<file path="src/hw/rtl/twsm_pkg.sv">
`default_nettype none
package twsm_pkg;

	localparam int DATA_BITS = 8;
	localparam int SHIFT_W = 2 * DATA_BITS;
	localparam int HALF_W = 5;
	localparam int WAIT_W = 16;
	localparam int BIT_W = $clog2(SHIFT_W);

	localparam logic [WAIT_W-1:0] TURN_RESET = 16'd110;
	localparam logic [HALF_W-1:0] LAST_READ_HALF = HALF_W'(2 * DATA_BITS - 1);
	localparam logic [HALF_W-1:0] LAST_WRITE_HALF = HALF_W'(4 * DATA_BITS - 1);

	localparam int CMD_DEPTH = 2;
	localparam int RES_DEPTH = 2;

	typedef enum logic [1:0] {
		OP_TICK  = 2'd0,
		OP_WRITE = 2'd1,
		OP_READ  = 2'd2
	} op_t;

	typedef enum logic [1:0] {
		K_TICK,
		K_WRITE,
		K_READ
	} kind_t;

	typedef enum logic [2:0] {
		PH_IDLE,
		PH_SEND,
		PH_WAIT1,
		PH_RECV,
		PH_WAIT2
	} phase_t;

	typedef struct packed {
		kind_t                kind;
		logic [6:0]           reg_address;
		logic [DATA_BITS-1:0] write_value;
		logic                 line_in;
	} cmd_t;

	typedef struct packed {
		logic                 clock_line;
		logic                 data_out;
		logic                 data_enable;
		logic                 busy_res;
		logic                 done_res;
		logic [DATA_BITS-1:0] read_value;
	} res_t;

endpackage
`default_nettype wire

</file>
<file path="src/hw/rtl/twsm_fifo.sv">
`default_nettype none
module twsm_fifo #(
	parameter int WIDTH = 8,
	parameter int DEPTH = 2
) (
	input  wire logic             clk,
	input  wire logic             arst_n,
	input  wire logic             wr_en,
	input  wire logic [WIDTH-1:0] wr_data,
	output logic                  full,
	input  wire logic             rd_en,
	output logic      [WIDTH-1:0] rd_data,
	output logic                  empty
);

	localparam int AW = (DEPTH > 1) ? $clog2(DEPTH) : 1;
	localparam int CW = $clog2(DEPTH + 1);

	logic [WIDTH-1:0] mem_q [DEPTH];
	logic [AW-1:0]    wr_ptr_q;
	logic [AW-1:0]    rd_ptr_q;
	logic [CW-1:0]    cnt_q;
	logic             do_wr;
	logic             do_rd;

	assign full    = (cnt_q == CW'(DEPTH));
	assign empty   = (cnt_q == '0);
	assign do_wr   = wr_en && !full;
	assign do_rd   = rd_en && !empty;
	assign rd_data = mem_q[rd_ptr_q];

	always_ff @(posedge clk) begin
		if (do_wr) begin
			mem_q[wr_ptr_q] <= wr_data;
		end
	end

	always_ff @(posedge clk or negedge arst_n) begin
		if (!arst_n) begin
			wr_ptr_q <= '0;
			rd_ptr_q <= '0;
			cnt_q    <= '0;
		end else begin
			if (do_wr) begin
				wr_ptr_q <= (wr_ptr_q == AW'(DEPTH - 1)) ? '0 : wr_ptr_q + 1'b1;
			end
			if (do_rd) begin
				rd_ptr_q <= (rd_ptr_q == AW'(DEPTH - 1)) ? '0 : rd_ptr_q + 1'b1;
			end
			if (do_wr && !do_rd) begin
				cnt_q <= cnt_q + 1'b1;
			end else if (do_rd && !do_wr) begin
				cnt_q <= cnt_q - 1'b1;
			end
		end
	end

endmodule
`default_nettype wire

</file>
<file path="src/hw/rtl/twsm_front.sv">
`default_nettype none
module twsm_front #(
	parameter int CMD_DEPTH = twsm_pkg::CMD_DEPTH
) (
	input  wire logic                           clk,
	input  wire logic                           arst_n,
	input  wire logic                           push,
	output logic                                full,
	input  wire logic [1:0]                     operation,
	input  wire logic [6:0]                     reg_address,
	input  wire logic [twsm_pkg::DATA_BITS-1:0] write_value,
	input  wire logic                           line_in,
	input  wire logic                           cmd_pop,
	output twsm_pkg::cmd_t                      cmd,
	output logic                                cmd_valid
);

	twsm_pkg::cmd_t cmd_in;
	logic           cmd_empty;

	// operation three falls through to a plain tick
	always_comb begin
		cmd_in.reg_address = reg_address;
		cmd_in.write_value = write_value;
		cmd_in.line_in     = line_in;
		case (operation)
			twsm_pkg::OP_WRITE: cmd_in.kind = twsm_pkg::K_WRITE;
			twsm_pkg::OP_READ:  cmd_in.kind = twsm_pkg::K_READ;
			default:            cmd_in.kind = twsm_pkg::K_TICK;
		endcase
	end

	twsm_fifo #(
		.WIDTH($bits(twsm_pkg::cmd_t)),
		.DEPTH(CMD_DEPTH)
	) u_cmd_fifo (
		.clk    (clk),
		.arst_n (arst_n),
		.wr_en  (push),
		.wr_data(cmd_in),
		.full   (full),
		.rd_en  (cmd_pop),
		.rd_data(cmd),
		.empty  (cmd_empty)
	);

	assign cmd_valid = !cmd_empty;

endmodule
`default_nettype wire

</file>
<file path="src/hw/rtl/twsm_back.sv">
`default_nettype none
module twsm_back (
	input  wire logic                        clk,
	input  wire logic                        arst_n,
	input  wire logic                        turnaround_we,
	input  wire logic [twsm_pkg::WAIT_W-1:0] turnaround_ticks,
	input  wire logic                        cmd_valid,
	input  wire twsm_pkg::cmd_t              cmd,
	output logic                             cmd_pop,
	input  wire logic                        res_full,
	output logic                             res_push,
	output twsm_pkg::res_t                   res
);

	localparam int DB = twsm_pkg::DATA_BITS;
	localparam int SW = twsm_pkg::SHIFT_W;
	localparam int HW = twsm_pkg::HALF_W;
	localparam int WW = twsm_pkg::WAIT_W;
	localparam int BW = twsm_pkg::BIT_W;

	logic [WW-1:0]     turn_q;
	twsm_pkg::phase_t  phase_q, phase_n;
	logic [HW-1:0]     half_q, half_n;
	logic [WW-1:0]     wait_q, wait_n;
	logic [SW-1:0]     sout_q, sout_n;
	logic [DB-1:0]     sin_q, sin_n;
	logic              is_read_q, is_read_n;
	logic              clk_lvl_q, clk_lvl_n;
	logic              done;
	logic              fire;
	logic              start;
	logic              wr;
	logic [HW-1:0]     last_half;
	logic [HW-1:0]     half_m1;
	logic [BW-1:0]     bit_sel;

	assign fire     = cmd_valid && !res_full;
	assign cmd_pop  = fire;
	assign res_push = fire;
	assign start    = (cmd.kind != twsm_pkg::K_TICK);
	assign wr       = (cmd.kind == twsm_pkg::K_WRITE);
	assign last_half = is_read_q ? twsm_pkg::LAST_READ_HALF : twsm_pkg::LAST_WRITE_HALF;

	always_ff @(posedge clk or negedge arst_n) begin
		if (!arst_n) begin
			turn_q <= twsm_pkg::TURN_RESET;
		end else if (turnaround_we) begin
			turn_q <= turnaround_ticks;
		end
	end

	// next state for one item
	always_comb begin
		phase_n   = phase_q;
		half_n    = half_q;
		wait_n    = wait_q;
		sout_n    = sout_q;
		sin_n     = sin_q;
		is_read_n = is_read_q;
		clk_lvl_n = clk_lvl_q;
		done      = 1'b0;
		case (phase_q)
			twsm_pkg::PH_IDLE: begin
				if (start) begin
					is_read_n = !wr;
					sout_n    = {wr, cmd.reg_address, (wr ? cmd.write_value : {DB{1'b0}})};
					sin_n     = '0;
					half_n    = '0;
					clk_lvl_n = 1'b1;
					phase_n   = twsm_pkg::PH_SEND;
				end
			end
			twsm_pkg::PH_SEND: begin
				if (!start) begin
					clk_lvl_n = half_q[0];
					if (half_q >= last_half) begin
						if (is_read_q) begin
							if (turn_q == '0) begin
								phase_n = twsm_pkg::PH_RECV;
								half_n  = '0;
							end else begin
								phase_n = twsm_pkg::PH_WAIT1;
								wait_n  = turn_q;
							end
						end else begin
							phase_n = twsm_pkg::PH_IDLE;
							done    = 1'b1;
						end
					end else begin
						half_n = half_q + 1'b1;
					end
				end
			end
			twsm_pkg::PH_RECV: begin
				if (!start) begin
					clk_lvl_n = half_q[0];
					if (half_q[0]) begin
						sin_n = {sin_q[DB-2:0], cmd.line_in};
					end
					if (half_q >= twsm_pkg::LAST_READ_HALF) begin
						if (turn_q == '0) begin
							phase_n = twsm_pkg::PH_IDLE;
							done    = 1'b1;
						end else begin
							phase_n = twsm_pkg::PH_WAIT2;
							wait_n  = turn_q;
						end
					end else begin
						half_n = half_q + 1'b1;
					end
				end
			end
			twsm_pkg::PH_WAIT1, twsm_pkg::PH_WAIT2: begin
				if (!start) begin
					if (wait_q != '0) begin
						wait_n = wait_q - 1'b1;
					end
					if (wait_n == '0) begin
						if (phase_q == twsm_pkg::PH_WAIT1) begin
							phase_n = twsm_pkg::PH_RECV;
							half_n  = '0;
						end else begin
							phase_n = twsm_pkg::PH_IDLE;
							done    = 1'b1;
						end
					end
				end
			end
			default: begin
				phase_n = twsm_pkg::PH_IDLE;
			end
		endcase
	end

	// the first half of each bit shows that bit, later halves lag one half
	always_comb begin
		half_m1 = half_n - 1'b1;
		bit_sel = (half_n == '0) ? '0 : half_m1[BW:1];
		res.clock_line  = clk_lvl_n;
		res.data_enable = (phase_n == twsm_pkg::PH_SEND);
		res.data_out    = res.data_enable ? sout_n[BW'(SW - 1) - bit_sel] : 1'b0;
		res.busy_res    = (phase_n != twsm_pkg::PH_IDLE);
		res.done_res    = done;
		res.read_value  = (done && is_read_n) ? sin_n : '0;
	end

	always_ff @(posedge clk or negedge arst_n) begin
		if (!arst_n) begin
			phase_q   <= twsm_pkg::PH_IDLE;
			half_q    <= '0;
			wait_q    <= '0;
			sout_q    <= '0;
			sin_q     <= '0;
			is_read_q <= 1'b0;
			clk_lvl_q <= 1'b1;
		end else if (fire) begin
			phase_q   <= phase_n;
			half_q    <= half_n;
			wait_q    <= wait_n;
			sout_q    <= sout_n;
			sin_q     <= sin_n;
			is_read_q <= is_read_n;
			clk_lvl_q <= clk_lvl_n;
		end
	end

`ifndef ASSERT_OFF
	a_done_to_idle: assert property (@(posedge clk) disable iff (!arst_n)
		fire && done |=> phase_q == twsm_pkg::PH_IDLE)
		else $error("transfer completed but engine not idle");

	a_idle_clock_high: assert property (@(posedge clk) disable iff (!arst_n)
		phase_q == twsm_pkg::PH_IDLE |-> clk_lvl_q)
		else $error("clock line low while idle");

	a_wait_nonzero: assert property (@(posedge clk) disable iff (!arst_n)
		(phase_q == twsm_pkg::PH_WAIT1 || phase_q == twsm_pkg::PH_WAIT2) |-> wait_q != '0)
		else $error("turnaround wait with zero count");

	a_recv_range: assert property (@(posedge clk) disable iff (!arst_n)
		phase_q == twsm_pkg::PH_RECV |-> half_q <= twsm_pkg::LAST_READ_HALF)
		else $error("receive half-bit count out of range");

	a_hold_when_stalled: assert property (@(posedge clk) disable iff (!arst_n)
		!fire |=> $stable(phase_q) && $stable(half_q) && $stable(wait_q))
		else $error("engine moved without a beat");
`endif

endmodule
`default_nettype wire

</file>
<file path="src/hw/rtl/two_wire_register_serial_master_unit.sv">
// two-wire register serial master: clock line plus one half-duplex data line
//
// input queue: drive operation, reg_address, write_value, line_in with push;
// a beat is taken on a clock edge with push high and full low. every beat is
// one tick (one half-bit of the serial clock) or a start of a register write
// or read. a start during a transfer is dropped and does not advance it.
// result queue: one result beat per input beat, in order. it is on the
// result ports while empty is low and leaves on an edge with pop high.
// each result shows the line levels after its tick, plus busy and a done
// pulse; read_value holds the received byte on the done beat of a read.
// turnaround_we with turnaround_ticks sets the read turnaround wait (reset
// 110 ticks); write it only while no transfer is in flight.
// a result reaches the result ports after its input beat is stored in the
// command queue and then moved into the result queue; the engine steps as the
// beat moves from the command queue into the result queue. throughput is one
// beat per cycle while the result queue is not full, set by the engine step.
// reset empties both queues and leaves the engine idle, clock high, data
// released. when pop is held low the result queue fills, the engine stops,
// then the command queue fills and full goes high.
`default_nettype none
module two_wire_register_serial_master_unit #(
	parameter int CMD_DEPTH = twsm_pkg::CMD_DEPTH,
	parameter int RES_DEPTH = twsm_pkg::RES_DEPTH
) (
	input  wire logic                           clk,
	input  wire logic                           arst_n,
	input  wire logic                           turnaround_we,
	input  wire logic [twsm_pkg::WAIT_W-1:0]    turnaround_ticks,
	input  wire logic                           push,
	output logic                                full,
	input  wire logic [1:0]                     operation,
	input  wire logic [6:0]                     reg_address,
	input  wire logic [twsm_pkg::DATA_BITS-1:0] write_value,
	input  wire logic                           line_in,
	output logic                                empty,
	input  wire logic                           pop,
	output logic                                clock_line,
	output logic                                data_out,
	output logic                                data_enable,
	output logic                                busy_res,
	output logic                                done_res,
	output logic [twsm_pkg::DATA_BITS-1:0]      read_value
);

	twsm_pkg::cmd_t cmd;
	logic           cmd_valid;
	logic           cmd_pop;
	logic           res_full;
	logic           res_push;
	twsm_pkg::res_t res_in;
	twsm_pkg::res_t res_out;

	twsm_front #(
		.CMD_DEPTH(CMD_DEPTH)
	) u_front (
		.clk        (clk),
		.arst_n     (arst_n),
		.push       (push),
		.full       (full),
		.operation  (operation),
		.reg_address(reg_address),
		.write_value(write_value),
		.line_in    (line_in),
		.cmd_pop    (cmd_pop),
		.cmd        (cmd),
		.cmd_valid  (cmd_valid)
	);

	twsm_back u_back (
		.clk             (clk),
		.arst_n          (arst_n),
		.turnaround_we   (turnaround_we),
		.turnaround_ticks(turnaround_ticks),
		.cmd_valid       (cmd_valid),
		.cmd             (cmd),
		.cmd_pop         (cmd_pop),
		.res_full        (res_full),
		.res_push        (res_push),
		.res             (res_in)
	);

	twsm_fifo #(
		.WIDTH($bits(twsm_pkg::res_t)),
		.DEPTH(RES_DEPTH)
	) u_res_fifo (
		.clk    (clk),
		.arst_n (arst_n),
		.wr_en  (res_push),
		.wr_data(res_in),
		.full   (res_full),
		.rd_en  (pop),
		.rd_data(res_out),
		.empty  (empty)
	);

	assign clock_line  = res_out.clock_line;
	assign data_out    = res_out.data_out;
	assign data_enable = res_out.data_enable;
	assign busy_res    = res_out.busy_res;
	assign done_res    = res_out.done_res;
	assign read_value  = res_out.read_value;

endmodule
`default_nettype wire
</file>
<file path="config.mk">
export PLATFORM = sky130hd
export DESIGN_NAME = two_wire_register_serial_master_unit
export DESIGN_NICKNAME = d
export VERILOG_FILES = /design/src/hw/rtl/twsm_pkg.sv /design/src/hw/rtl/twsm_fifo.sv /design/src/hw/rtl/twsm_front.sv /design/src/hw/rtl/twsm_back.sv /design/src/hw/rtl/two_wire_register_serial_master_unit.sv
export SDC_FILE = /design/constraint.sdc
export NUM_CORES = 1
export LEC_CHECK = 0
export BUFFER_PORTS_ARGS = -buffer_cell sky130_fd_sc_hd__buf_2
export CELL_PAD_IN_SITES_DETAIL_PLACEMENT = 1
export CELL_PAD_IN_SITES_GLOBAL_PLACEMENT = 1
export CORE_MARGIN = 4
export CORE_UTILIZATION = 48
export DETAILED_ROUTE_END_ITERATION = 12
export PLACE_DENSITY = 0.81
export RECOVER_POWER = 50
export SLEW_MARGIN = 20
export SYNTH_ARGS = -nofsm -noshare
export SYNTH_HDL_FRONTEND = slang
export SYNTH_SLANG_ARGS = --single-unit
</file>
<file path="constraint.sdc">
create_clock -name clk -period 5.53 [get_ports clk]
set_input_delay 0.8295 -clock clk [delete_from_list [all_inputs] [get_ports clk]]
set_output_delay 0.8295 -clock clk [all_outputs]
set_load 0.02 [all_outputs]
</file>
==> impl_metrics.json, run 1 <==
{
  "sw_frac_of_total_pct": 37.2,
  "die_h_um": 128,
  "path_max_fanout": 15,
  "intPower_mw": 2.64,
  "avgSynthCellArea_um2": 10.6,
  "grt_pass1_wl_mm": 30.8,
  "crit_arrival_ns": 4.99,
  "ys_warn_count": 0,
  "antenna_left": 0,
  "num_antenna_cells": 0,
  "clkSlewWorstSetupHoldPaths_ns": 0.07,
  "finalHoldViolations": 0,
  "cts_setup_buffers": 0,
  "cts_resized": 0,
  "rsz0062_at_grt": "no",
  "setup_tns_ns": 0,
  "cts_htree_levels": 4,
  "synth-edff-count": 62,
  "synth_cells": 651,
  "yosysTopAreaCell": "edfxtp_1",
  "cts_hold_buf": 0,
  "drtIter0Drc": 326,
  "worst_setup_path_end_kind": "flop",
  "cts-root-buf": "clkbuf_16",
  "failed_checks": "max-capacitance violations, max-slew violations",
  "p_comb_share_pct": 34.3,
  "min_period_ns": 4.82,
  "io_buffers": 53,
  "post-place-ws_ns": 0.844,
  "core_area_um2": 14000,
  "p_leak_nw": 3.27,
  "dp_hpwl_mm": 12.6,
  "slew_headroom_pct": -104,
  "nets": 748,
  "finalSetupViolations": 0,
  "wl_mm": 18.6,
  "crit_path_top_delay_cell": "or4_4",
  "netlist.area_leader.share_pct": 26.9,
  "syn_area_um2": 6910,
  "period_share_pct": 87.1,
  "drv_cap": 2,
  "outcome": "complete, but fails checks",
  "switchingPower_mw": 1.56,
  "synthFlopType": "dfrtp_1",
  "areaGrowthSynthToFinish_pct": 15.2,
  "grt.total_usage_pct": 24.1,
  "clockPowerShare_pct": 28.5,
  "crit_path_max_incr_delay_ns": 0.61,
  "clock_latency_ns": 0.43,
  "synth_cell_types": 76,
  "cts_tree": "done",
  "hold_class": "reg2reg",
  "worstPathCellList": "nor4_4 -> and4_4 -> nand3_2 -> a2111o_1 -> or4_4 -> a31oi_1 -> ha_1 -> a41oi_1 -> mux2_1 -> nand3b_1 -> o211a_1 -> o2111a_1",
  "fin_ws_ns": 0.712,
  "ios": 54,
  "post_drt_wl_per_cell_um": 20.8,
  "routabilityCongestion": 0.871,
  "tritoncts.num_buffers": 17,
  "first_pass_iters": 4,
  "grt_max_degree": 75,
  "powerDensity_nw_per_um2": 528,
  "start_util_pct": 49.4,
  "stdcell_area_um2": 7970,
  "crit_required_ns": 5.71,
  "placed_area_um2": 7360,
  "maxSlewViolCount": 99,
  "async_flop_share_pct": 54.4,
  "yosysSeqAreaShare_pct": 53.8,
  "cts_sinks": 136,
  "critPathKind": "reg2reg",
  "finalNonFillerCells": 895,
  "cp.buffers_inverters": 0,
  "nFillCells": 1527,
  "vias": 5395,
  "drive_above_1_share_pct": 19.4,
  "synthTopCellsByArea": "edfxtp_1 27%, dfrtp_1 25%, mux2_2 5.0%",
  "die_w_um": 128,
  "clock_skew_ns": 0.0149,
  "rows": 43,
  "peakVddDrop_v": 0.000337,
  "synthesis.nets": 697,
  "antenna_found_initial": 1,
  "dp_cells": 862,
  "gr-total-overflow": 0,
  "yosys_register_bits": 136,
  "cp_top_family": "simple AND/OR/NAND/NOR gates",
  "start_kind": "flop",
  "drc": 0,
  "max_freq_mhz": 208,
  "die_area_um2": 16400,
  "grt_pass1_vias": 5911,
  "worst_pin_slew_ns": 3.06,
  "viasPerCell": 6.03,
  "clockBufferDepth": 2,
  "power_frac_seq_pct": 37.2
}
[worst paths after layout]
| kind | from | endpoint | slack, ns | cells after the start |
|---|---|---|---|---|
| setup / recovery | u_back.wait_q[3]$_DFFE_PN0P_ | u_res_fifo.mem_q[0][11]$_DFFE_PP_ | 0.71 | 12 |
| hold / removal | u_back.sout_q[15]$_DFFE_PN0P_ | u_back.sout_q[15]$_DFFE_PN0P_ | 0.49 | 2 |
| setup reg to reg | u_back.wait_q[3]$_DFFE_PN0P_ | u_res_fifo.mem_q[0][11]$_DFFE_PP_ | 0.71 | 12 |
| hold reg to reg | u_back.sout_q[15]$_DFFE_PN0P_ | u_back.sout_q[15]$_DFFE_PN0P_ | 0.49 | 2 |
| max in group asynchronous | arst_n | u_back.sin_q[6]$_DFFE_PN0P_ | 1.25 | 3 |
| min in group asynchronous | arst_n | u_back.is_read_q$_DFFE_PN0P_ | 0.75 | 2 |
[logic make-up after synthesis]
| group | share of synthesized area (%) |
|---|---|
| adder cells (fa/ha/maj) | 1.27 |
| multiplexers | 9.19 |
| flip-flops | 53.8 |
| AO/OA/AOI/OAI | 15.7 |
| AND/OR/NAND/NOR | 15.6 |
| XOR/XNOR | 1.65 |
| buffers and inverters | 2.79 |
[per-layer routing]
layer	track usage, %	share of wire (%)	wire [µm]
met5	0	0.064	12
met4	9.18	2.3	422
met3	5.79	4.2	782
met2	42.5	53	9890
met1	28.4	40	7540
[power by group through the flow]
| stage | Combinational, mW | Sequential, mW | Clock [mW] |
|---|---|---|---|
| 6_report | 1.44 | 1.56 | 1.20 |
| 5_1_grt | 1.59 | 1.60 | 1.27 |
| 4_1_cts | 1.46 | 1.56 | 1.23 |
| 3_5_place_dp | 1.42 | 1.58 | 0 |
| 3_3_place_gp | 1.34 | 1.55 | 0 |
| 2_1_floorplan | 1.04 | 1.49 | 0 |
[sequential cells by signal, indices dropped and copies added (netlist names)]
register	flops
u_back.half_q	5
u_front.u_cmd_fifo.wr_ptr_q	1
u_res_fifo.rd_ptr_q	1
u_res_fifo.wr_ptr_q	1
u_back.sout_q	16
u_res_fifo.mem_q	26
u_back.is_read_q	1
u_front.u_cmd_fifo.cnt_q	2
u_back.sin_q	8
u_back.clk_lvl_q	1
u_res_fifo.cnt_q	2
u_front.u_cmd_fifo.rd_ptr_q	1
u_front.u_cmd_fifo.mem_q	36
u_back.turn_q	16
u_back.wait_q	16
u_back.phase_q	3
[synthesized netlist by cell type, types with 4 or more instances]
library cell and instances:
a21o_1 4, a21oi_1 42, a22o_1 8, a31oi_1 12, and3_1 6, clkbuf_1 28, dfrtp_1 68, dfstp_2 6
edfxtp_1 62, ha_1 7, inv_1 16, mux2_2 31, mux2i_1 26, nand2_1 55, nand3_1 16, nand3b_1 5
nand4_1 7, nor2_1 62, nor2b_1 8, nor3_1 17, nor4_1 5, o21ai_0 63, o22ai_1 4, or3_1 8
xnor2_1 8, xor2_1 5
[placed cells by master (no fill, tap or decap), types with 8 or more instances in the layout]
cell,n
nor2_1,62
inv_1,16
nor3_1,17
mux2_2,31
a21oi_1,42
a31oi_1,12
edfxtp_1,62
clkbuf_16,19
o21ai_0,62
mux2i_1,26
dfrtp_1,68
nand2_1,54
xnor2_1,8
nand3_1,16
nor2b_1,8
or3_1,8
a22o_1,8
buf_2,43
clkbuf_1,14
[layout make-up]
type                       count  area, µm²  area share [%]
inverter                      17       63.8           0.801
clock buffer                  19        475            5.97
tap                          180        225            2.83
timing repair buffer          64        320            4.02
multi-input combinational    466       3010            37.8
clock inverter                13        150            1.89
sequential                   136       3720            46.7
[tightest hold or removal path: cells and delay by family (launching register included)]
kind / cells / cell delay [ns]
DFF: 1 / 0.34
AOI/OAI and AO/OA: 1 / 0.06
and+or+nand+nor: 1 / 0.05
[metrics by stage]
step	hold slack [ns]	util [%]	power [mW]
finish	0.487	56.9	4.20
CTS	0.490	57.1	4.25
global route	0.535	56.9	4.46
global placement	0.463	52.6	2.89
detailed placement	0.471	52.6	3.00
floorplan	0.449	-	2.53
Note: power is estimated with default switching activity, not from simulation.
==> run 2: changes to the inputs <==
Settings changed: CAP_MARGIN set to 5.
Clock period 5.53 ns to 5.3 ns, I/O delays scaled along.
==> run 2 against run 1 <==
The run still ends with max-capacitance violations, max-slew violations left. Utilization is 0.43 points lower. Largest cell class unchanged. Global-route usage fell by 0.56 points. Routed wire length fell by 2.4%. Power rose by 1.7%. Critical endpoint unchanged.
==> impl_metrics.json, run 2 (same netlist as run 1, synthesis figures left out) <==
{
  "worst_pin_slew_ns": 2.36,
  "crit_arrival_ns": 4.88,
  "peakVddDrop_v": 0.000371,
  "placed_area_um2": 7360,
  "clockBufferDepth": 2,
  "worstSetupStartpoint": "u_back.wait_q[0]$_DFFE_PN0P_",
  "worst_setup_path_end_kind": "flop",
  "post-place-ws_ns": 0.656,
  "cts_tree": "done",
  "io_buffers": 53,
  "first_pass_iters": 4,
  "cts_htree_levels": 4,
  "tritoncts.num_buffers": 17,
  "rsz0062_at_grt": "no",
  "areaGrowthSynthToFinish_pct": 14.3,
  "finalHoldViolations": 0,
  "ff2ff_path_depth": 14,
  "start_kind": "flop",
  "antenna_left": 0,
  "hold_class": "reg2reg",
  "grt_pass1_vias": 5863,
  "final_common_cell": "dfrtp_1",
  "cts-root-buf": "clkbuf_16",
  "cts_sinks": 136,
  "drive_above_1_share_pct": 18.6,
  "final_cell_mix": "68 x dfrtp_1, 62 x nor2_1, 62 x o21ai_0, 62 x edfxtp_1, 54 x nand2_1",
  "slew_headroom_pct": -57.1,
  "max_freq_mhz": 213,
  "die_h_um": 128,
  "rows": 43,
  "routabilityCongestion": 0.895,
  "period_share_pct": 88.6,
  "largest_reg_flops": 36,
  "nets": 747,
  "wl_mm": 18.2,
  "stdcell_area_um2": 7910,
  "outcome": "complete, but fails checks",
  "post_drt_wl_per_cell_um": 20.4,
  "failed_checks": "max-capacitance violations, max-slew violations",
  "power_mw": 4.28,
  "path_max_fanout": 15,
  "finalSetupViolations": 0,
  "start_util_pct": 49.4,
  "grt_pass1_wl_mm": 30.0,
  "r2r_slack_ns": 0.60,
  "r2r-end": "u_res_fifo.mem_q[0][11]$_DFFE_PP_",
  "dp_hpwl_mm": 12.7,
  "clkSlewWorstSetupHoldPaths_ns": 0.06,
  "num_antenna_cells": 0,
  "viasPerCell": 5.98,
  "setup_tns_ns": 0,
  "finalNonFillerCells": 894,
  "cts_setup_buffers": 0,
  "cts_hold_buf": 0,
  "clock_skew_ns": 0.0185,
  "clock_latency_ns": 0.44,
  "die_area_um2": 16400,
  "dp_cells": 862,
  "grt_max_degree": 46,
  "crit_required_ns": 5.48,
  "die_w_um": 128,
  "grt.total_usage_pct": 23.5,
  "timing.rr.start": "u_back.wait_q[0]$_DFFE_PN0P_",
  "critPathKind": "reg2reg",
  "reg_top3": "u_front.u_cmd_fifo.mem_q (36), u_res_fifo.mem_q (26)",
  "drtIter0Drc": 386,
  "cts_resized": 0,
  "crit_path_end": "u_res_fifo.mem_q[0][11]$_DFFE_PP_",
  "ios": 54,
  "antenna_found_initial": 1,
  "powerDensity_nw_per_um2": 541,
  "largest_register": "u_front.u_cmd_fifo.mem_q",
  "fin_ws_ns": 0.604,
  "gr-total-overflow": 0,
  "min_period_ns": 4.70,
  "p_leak_nw": 3.23,
  "maxSlewViolCount": 123,
  "core_area_um2": 14000,
  "nFillCells": 1537,
  "vias": 5346,
  "drc": 0,
  "drv_cap": 3
}
run 2: cell count changes in the layout (fill, tap and decap cells not counted), moves of 2 or more:
cell	previous run	this run
clkbuf_1	14	16
clkbuf_16	19	17
clkinvlp_4	0	3
inv_4	2	0
inv_6	5	0
run 2: stage by stage:
step | hold slack, ns | util, %
final | 0.485 | 56.5
after global routing | 0.514 | 56.5
after CTS | 0.482 | 56.7
after detailed placement | 0.473 | 52.6
after global placement | 0.463 | 52.6
after floorplan | 0.449 | -
run 2: worst max-delay path, stage by stage (launching register included):
cell      delay [ns]
dfrtp_1         0.43
inv_1           0.11
ha_1            0.23
nor2b_1         0.43
nand2_1         0.24
a222oi_1        0.45
nand3_1         0.17
or4_4           0.49
a31oi_1         0.35
ha_1            0.55
a41oi_1         0.29
mux2_1          0.28
nand3b_1        0.07
o211a_1         0.11
o2111a_1        0.24
run 2: worst min path at each step:
stage                                                  startpoint                                 endpoint  slack [ns]  cells past startpoint
after floorplan                     u_back.sout_q[12]$_DFFE_PN0P_            u_back.sout_q[12]$_DFFE_PN0P_        0.45                      2
after CTS                                                  arst_n             u_back.sout_q[3]$_DFFE_PN0P_        0.48                      1
final                               u_back.sout_q[15]$_DFFE_PN0P_            u_back.sout_q[15]$_DFFE_PN0P_        0.48                      2
after global routing      u_front.u_cmd_fifo.cnt_q[1]$_DFFE_PN0P_  u_front.u_cmd_fifo.cnt_q[1]$_DFFE_PN0P_        0.51                      1
after global placement               u_back.sout_q[4]$_DFFE_PN0P_             u_back.sout_q[4]$_DFFE_PN0P_        0.46                      2
after detailed placement            u_back.sout_q[15]$_DFFE_PN0P_            u_back.sout_q[15]$_DFFE_PN0P_        0.47                      2
run 2: final cells by class:
cell class	instances	area, µm²	area share [%]
multi-input cells	466	3000	38.0
flip-flops and latches	136	3720	47.1
well taps	180	225	2.85
inverters	17	63.8	0.807
clock inverters	11	125	1.58
clock buffers	21	450	5.70
repair buffers	63	317	4.00
run 2: power by group:
part | internal, mW | leakage, nW | switching [mW]
sequential | 1.45 | 1.52 | 0.182
combinational | 0.544 | 1.44 | 0.938
clock | 0.705 | 0.273 | 0.458
run 2: per-layer routing:
layer / GRT usage, % / up-vias / wire, µm
met5: 0 / - / 13
met1: 28.2 / 2696 / 7520
met3: 5.54 / 25 / 776
li1: - / 2517 / -
met4: 9.05 / 2 / 290
met2: 41.1 / 106 / 9590
